[src/rtl/hashed_token_bucket_limiter_top_macros.svh]
// ----------------------------------------------------------------------------
// Assertion macros for the hashed token bucket limiter
// Concurrent checks that compile away when SYNTHESIS is defined.
// ----------------------------------------------------------------------------
`ifndef HASHED_TOKEN_BUCKET_LIMITER_TOP_MACROS_SVH
`define HASHED_TOKEN_BUCKET_LIMITER_TOP_MACROS_SVH

`ifndef SYNTHESIS

// antecedent implies consequent in the same cycle
`define HTBL_ASSERT_IMP(label, clk, rst, ante, cons) \
  label: assert property (@(posedge clk) disable iff (rst) (ante) |-> (cons)) \
    else $error("htbl check failed");

// antecedent implies consequent after the delay given by dly
`define HTBL_ASSERT_DLY(label, clk, rst, ante, dly, cons) \
  label: assert property (@(posedge clk) disable iff (rst) (ante) |-> ##dly (cons)) \
    else $error("htbl latency check failed");

`else

`define HTBL_ASSERT_IMP(label, clk, rst, ante, cons)
`define HTBL_ASSERT_DLY(label, clk, rst, ante, dly, cons)

`endif

`endif

[src/rtl/htbl_pkg.sv]
// ----------------------------------------------------------------------------
// htbl_pkg
// Shared types, widths and constants of the hashed token bucket limiter.
// ----------------------------------------------------------------------------
`timescale 1ns / 1ps

package htbl_pkg;

  localparam int TIME_W     = 32;
  localparam int ADDR_W     = 32;
  localparam int TOKEN_W    = 20;
  localparam int RATE_W     = 10;
  localparam int CFG_DATA_W = 10;
  localparam int CFG_IDX_W  = 1;
  // low part of elapsed time that can still give a gain within capacity
  localparam int DT_LOW_W   = 20;
  localparam int PROD_W     = DT_LOW_W + RATE_W;

  localparam logic [TOKEN_W-1:0] MILLI_PER_TOKEN = 20'd1000;
  localparam logic [TOKEN_W-1:0] RESET_CAP       = 20'd5000;
  localparam logic [RATE_W-1:0]  RESET_RATE      = 10'd20;

  // configuration register indexes
  typedef enum logic [CFG_IDX_W-1:0] {
    CFG_RATE  = 1'b0,
    CFG_BURST = 1'b1
  } cfg_reg_e;

  typedef struct packed {
    logic [TIME_W-1:0] time_ms;
    logic [ADDR_W-1:0] source_address;
  } in_t;

  typedef struct packed {
    logic               allowed;
    logic [TOKEN_W-1:0] tokens_left;
  } out_t;

  // one bucket as held in the bucket memory
  typedef struct packed {
    logic [TIME_W-1:0]  last_time;
    logic [TOKEN_W-1:0] tokens;
  } bucket_t;

  // live policing settings
  typedef struct packed {
    logic [RATE_W-1:0]  rate;
    logic [TOKEN_W-1:0] cap;
  } cfg_t;

  function automatic int idx_width(int n);
    return (n > 1) ? $clog2(n) : 1;
  endfunction

endpackage

[src/rtl/htbl_update.sv]
// ----------------------------------------------------------------------------
// htbl_update
// Bucket refill and pass/drop decision for one beat.
// ----------------------------------------------------------------------------
`timescale 1ns / 1ps

module htbl_update (
  input  htbl_pkg::bucket_t             entry,
  input  logic [htbl_pkg::TIME_W-1:0]   time_ms,
  input  htbl_pkg::cfg_t                cfg,
  output htbl_pkg::bucket_t             entry_next,
  output logic                          allowed
);

  import htbl_pkg::*;

  logic [TIME_W-1:0]  dt;
  logic               far;
  logic [PROD_W-1:0]  gain;
  logic               over;
  logic [TOKEN_W:0]   sum;
  logic [TOKEN_W-1:0] refilled;

  always_comb begin
    // wrapping elapsed time
    dt   = time_ms - entry.last_time;
    // 2^20 ms at any non-zero rate is beyond any capacity
    far  = (|dt[TIME_W-1:DT_LOW_W]) && (cfg.rate != '0);
    gain = dt[DT_LOW_W-1:0] * cfg.rate;
    over = far || (gain > PROD_W'(cfg.cap));
    // gain is within capacity here, so its low bits are exact
    sum  = {1'b0, entry.tokens} + {1'b0, gain[TOKEN_W-1:0]};

    if (over) begin
      refilled = cfg.cap;
    end else if (sum > {1'b0, cfg.cap}) begin
      refilled = cfg.cap;
    end else begin
      refilled = sum[TOKEN_W-1:0];
    end

    // one token per packet
    allowed              = (refilled >= MILLI_PER_TOKEN);
    entry_next.last_time = time_ms;
    entry_next.tokens    = allowed ? (refilled - MILLI_PER_TOKEN) : refilled;
  end

endmodule
[config.mk]
export PLATFORM = sky130hd
export DESIGN_NAME = htbl_update
export DESIGN_NICKNAME = d
export VERILOG_FILES = /design/src/rtl/hashed_token_bucket_limiter_top_macros.svh /design/src/rtl/htbl_pkg.sv /design/src/rtl/htbl_update.sv
export SDC_FILE = /design/constraint.sdc
export NUM_CORES = 1
export LEC_CHECK = 0
export ABC_AREA = 1
export ABC_CLOCK_PERIOD_IN_PS = 12600
export CORE_ASPECT_RATIO = 0.5
export CORE_UTILIZATION = 40
export DETAILED_ROUTE_END_ITERATION = 16
export DONT_BUFFER_PORTS = 1
export PLACE_DENSITY = 0.65
export SYNTH_ARGS = -nofsm -noshare
export SYNTH_HDL_FRONTEND = slang
export SYNTH_SLANG_ARGS = --single-unit
[constraint.sdc]
create_clock -name vclk -period 12.6
set_clock_uncertainty 0.15 [all_clocks]
set_input_delay 0.63 -clock vclk [all_inputs]
set_output_delay 0.63 -clock vclk [all_outputs]
set_load 0.03 [all_outputs]
=== Word level (Yosys, flattened, before mapping) ===
Cells that the tools add are included.

* Multipliers: 1
* Order comparisons: 3
* Reductions and logical operators: 4
* Add/subtract/negate cells: 3
* Mux-type cells: 3

{| class="wikitable"
|+ Operators with widths
! operator !! count
|-
| 20-bit 2-to-1 mux || 3
|-
| 32-bit subtractor || 1
|-
| 30-bit by 20-bit > comparator with 1-bit output || 1
|-
| 20-bit by 10-bit multiplier with 30-bit output || 1
|-
| 20-bit by 20-bit adder with 21-bit output || 1
|-
| 21-bit by 20-bit > comparator with 1-bit output || 1
|-
| 20-bit by 10-bit greater-or-equal comparator with 1-bit output, second input constant || 1
|-
| 20-bit by 10-bit subtractor with 20-bit output, second input constant || 1
|-
| 12-bit OR reduction || 1
|-
| 10-bit nonzero test || 1
|-
| 1-bit logical AND || 1
|-
| 1-bit logical OR || 1
|}

* Flip-flop bits (word level): 0
* Output and inout port bits: 53
* Word-level logic and storage cells: 14
* Input bits: 114

=== Logic depth before layout (Yosys ltp) ===
* Word-level depth: 8
* Depth in mapped cells: 66
* Mapped depth without buffers: 65

=== Worst setup path before layout ===
Ideal clock, no wire load.

* Path type: input to output
* From: in time_ms[0] in the netlist's numbering
* To: out entry_next[11] in the netlist's numbering
* Setup slack: 1907 ps
* Buffers on the path: 2
* Data required time: 11820 ps
* Arrival: 9913 ps
* Cell stages on the path: 54
* Path through: inv_1 ha_1 fa_1 inv_1 nand3_1 nand3_2 nand2_1 nand2_1 nand2_1 nand2_1 xor2_1 nand2_1 fa_1 inv_1 fa_1 fa_1 fa_1 inv_1 [... 18 more ...] nor3_1 nand3_1 nand2_1 nand2_1 nor2_1 nand3_1 nor2_4 nand2_4 buf_4 o21ai_0 nor2_1 nand2_1 nor2_1 nand2_1 nand3_4 buf_6 nand2_1 inv_1

{| class="wikitable"
|+ RTL lines
! item !! RTL line !! text
|-
| start: declaration || htbl_update.sv:9 || <nowiki>input logic [htbl_pkg::TIME_W-1:0] time_ms,</nowiki>
|-
| end: declaration || htbl_update.sv:11 || <nowiki>output htbl_pkg::bucket_t entry_next,</nowiki>
|}

==> key figures <==
Global route
  • GR Overflow Total: 0
  • Largest net degree at the start of global routing: 33
  • Met2 GRT Util: 37.63%
  • Global Route met3 Usage: 2.584%
  • Initial antenna violation count: 0
  • Busiest metal layer after global routing: met2
  • Global-route wire length before repair: 56070 um
  • Met1 GRT Util: 29.26%
  • Tot GR Track Use: 21.61%
  • Vias in the first global route: 11340

Timing
  • Setup Viol. Count Final: 0
  • Setup_tns: 0 ns
  • Final worst path period share: 91.83%
  • Tmin final: 11.57 ns
  • Slew Limit Fails: 0
  • Worst-Margin Slew: 0.6832 ns
  • Unrepaired setup endpoints after global routing: false
  • Achievable frequency: 0.08642 GHz
  • Relative slew slack: 54.17%
  • Final Hold Vio Count: 0

Final layout
  • ANT cells: 0
  • Seq cells: 0
  • Register Area: 0 um^2
  • CLK BUF: 0
  • Multi-input logic area: 10380 um^2
  • Fill cells: 3310
  • Nets: 2369
  • Layout cells sized above 1: 2.512%
  • Area Overhead vs Synth: 1.458%

Synth
  • YS warnings: 0
  • Yosys cell types: 44
  • Share of the synthesized area in the top cell type: 23.33%
  • Most common cell in the netlist: nand2_1
  • Mapped cell area: 12360 um^2
  • Sequential area share after synthesis: 0%
  • Cells after Synth: 2003
  • Commonest cells in the synthesized netlist: nand2_1, inv_1, nor2_1
  • Synth Net Count: 2419
  • Syn_area_per_cell: 6.169 um^2
  • Area leader, netlist: fa_1
  • Leading cell types by total area after synthesis: fa_1, nand2_1, ha_1, inv_1, nor2_1

Floorplan
  • Row cnt: 45
  • Die X: 250.6 um
  • Die Y: 126.3 um
  • Starting Density: 40.72%
  • Core area: 30350 um^2
  • # IOs: 167
  • Die Area: 31640 um^2

Critical path
  • CP Launch Type: primary input
  • Critical Path Sink Type: output port
  • CP Max Fanout: 32
  • Crit-path slowest cell: fa_1
  • Most used cell, CP: nand2_1
  • Critical Setup Path Class: primary input to output port
  • Worst Path Required: 11.82 ns
  • Critical path arrival: 10.79 ns
  • Slowest Stage Delay on Critical Path: 0.54 ns

Route
  • Routed wire length: 33800 um
  • Drt first pass iters: 5
  • Via count: 11730
  • Starting DRT DRC Count: 748
  • Number of remaining DRC errors: 0
  • Via-to-Cell Ratio: 4.989
  • Routed wire per std cell: 14.38 um
  • Post-DRT Antenna Nets: 0

Hold path
  • Hold WC Path Type: primary input to output port

Place
  • Gpl congestion: 0.9558
  • Input/output buffers: 0
  • Final HPWL DP: 30210 um

CTS
  • Post_cts resized: 0
  • Setup Fix Bufs, Post-CTS: 0
  • Hold-fix buffers at CTS: 0

Status
  • Status: completed

Job
  • Max Cap Viol: 0
[area by class of cell]
cell class / count / share of cell area [%]
multi-input combinational: 1513 / 82.76
tap: 399 / 3.982
timing repair buffer: 5 / 0.2994
inverter: 433 / 12.96
[routing by layer]
metal  vias to the layer above  wire length (um)
met5                         -                 0
met2                       346             15260
met1                      5416             15770
li1                       5932                 -
met3                        31              2250
met4                         0               514
[stage by stage]
stage / hold WS, ns / cell area (um^2) / instances / setup slack [ns] / utilization (%)
global placement: 1.110 / 12520 / 2350 / 0.9264 / 41.26
detailed placement: 1.110 / 12520 / 2350 / 0.8713 / 41.26
global route: 1.110 / 12540 / 2350 / 0.07925 / 41.31
CTS: 1.110 / 12520 / 2350 / 0.8405 / 41.26
floorplan: 1.242 / 12360 / 2003 / 1.907 / -
finish: 1.110 / 12540 / 2350 / 1.029 / 41.31
[cells by family (layout without fill, tap and decap cells)]
logic type	count (synthesis)	after routing	share of synthesized area [%]
AOI/OAI and AO/OA	147	147	6.764
xor gates and xnor gates	61	61	4.324
adders and majority gates	302	302	39.33
and+or+nand+nor	1003	1003	33.42
buffers and inverters	490	438	16.16
[critical path, delay by kind of cell]
kind                     cells  cell delay [ns]
XOR/XNOR                     3             1.03
adder cells (fa/ha/maj)      9             3.83
AND/OR/NAND/NOR             26             3.55
AO/OA/AOI/OAI                6             0.98
buffers and inverters        7             0.72
[final timing paths]
kind,cells past startpoint,slack [ns],endpoint,start
worst max-delay path,51,1.03,entry_next[10],entry[28]
worst min-delay path,0,1.11,entry_next[32],time_ms[12]
[placed cells by master, fill, tap and decap left out, types with 8 or more instances in the layout]
cell      synthesis  routed
nor3_1            8       8
a21oi_1          79      79
fa_1            144     144
inv_1           428     428
o21ai_0          24      24
nand3_1          88      88
nor2_1          239     239
nand2_1         600     600
nand4_1          22      22
ha_1            158     158
nand2_2          12      12
o21bai_1         13      13
xor2_1           43      41
xnor2_1          18      18
Power is left out: the tool's default activity adds up to more than one toggle a clock period on the data nets, which glitch-free logic cannot reach.
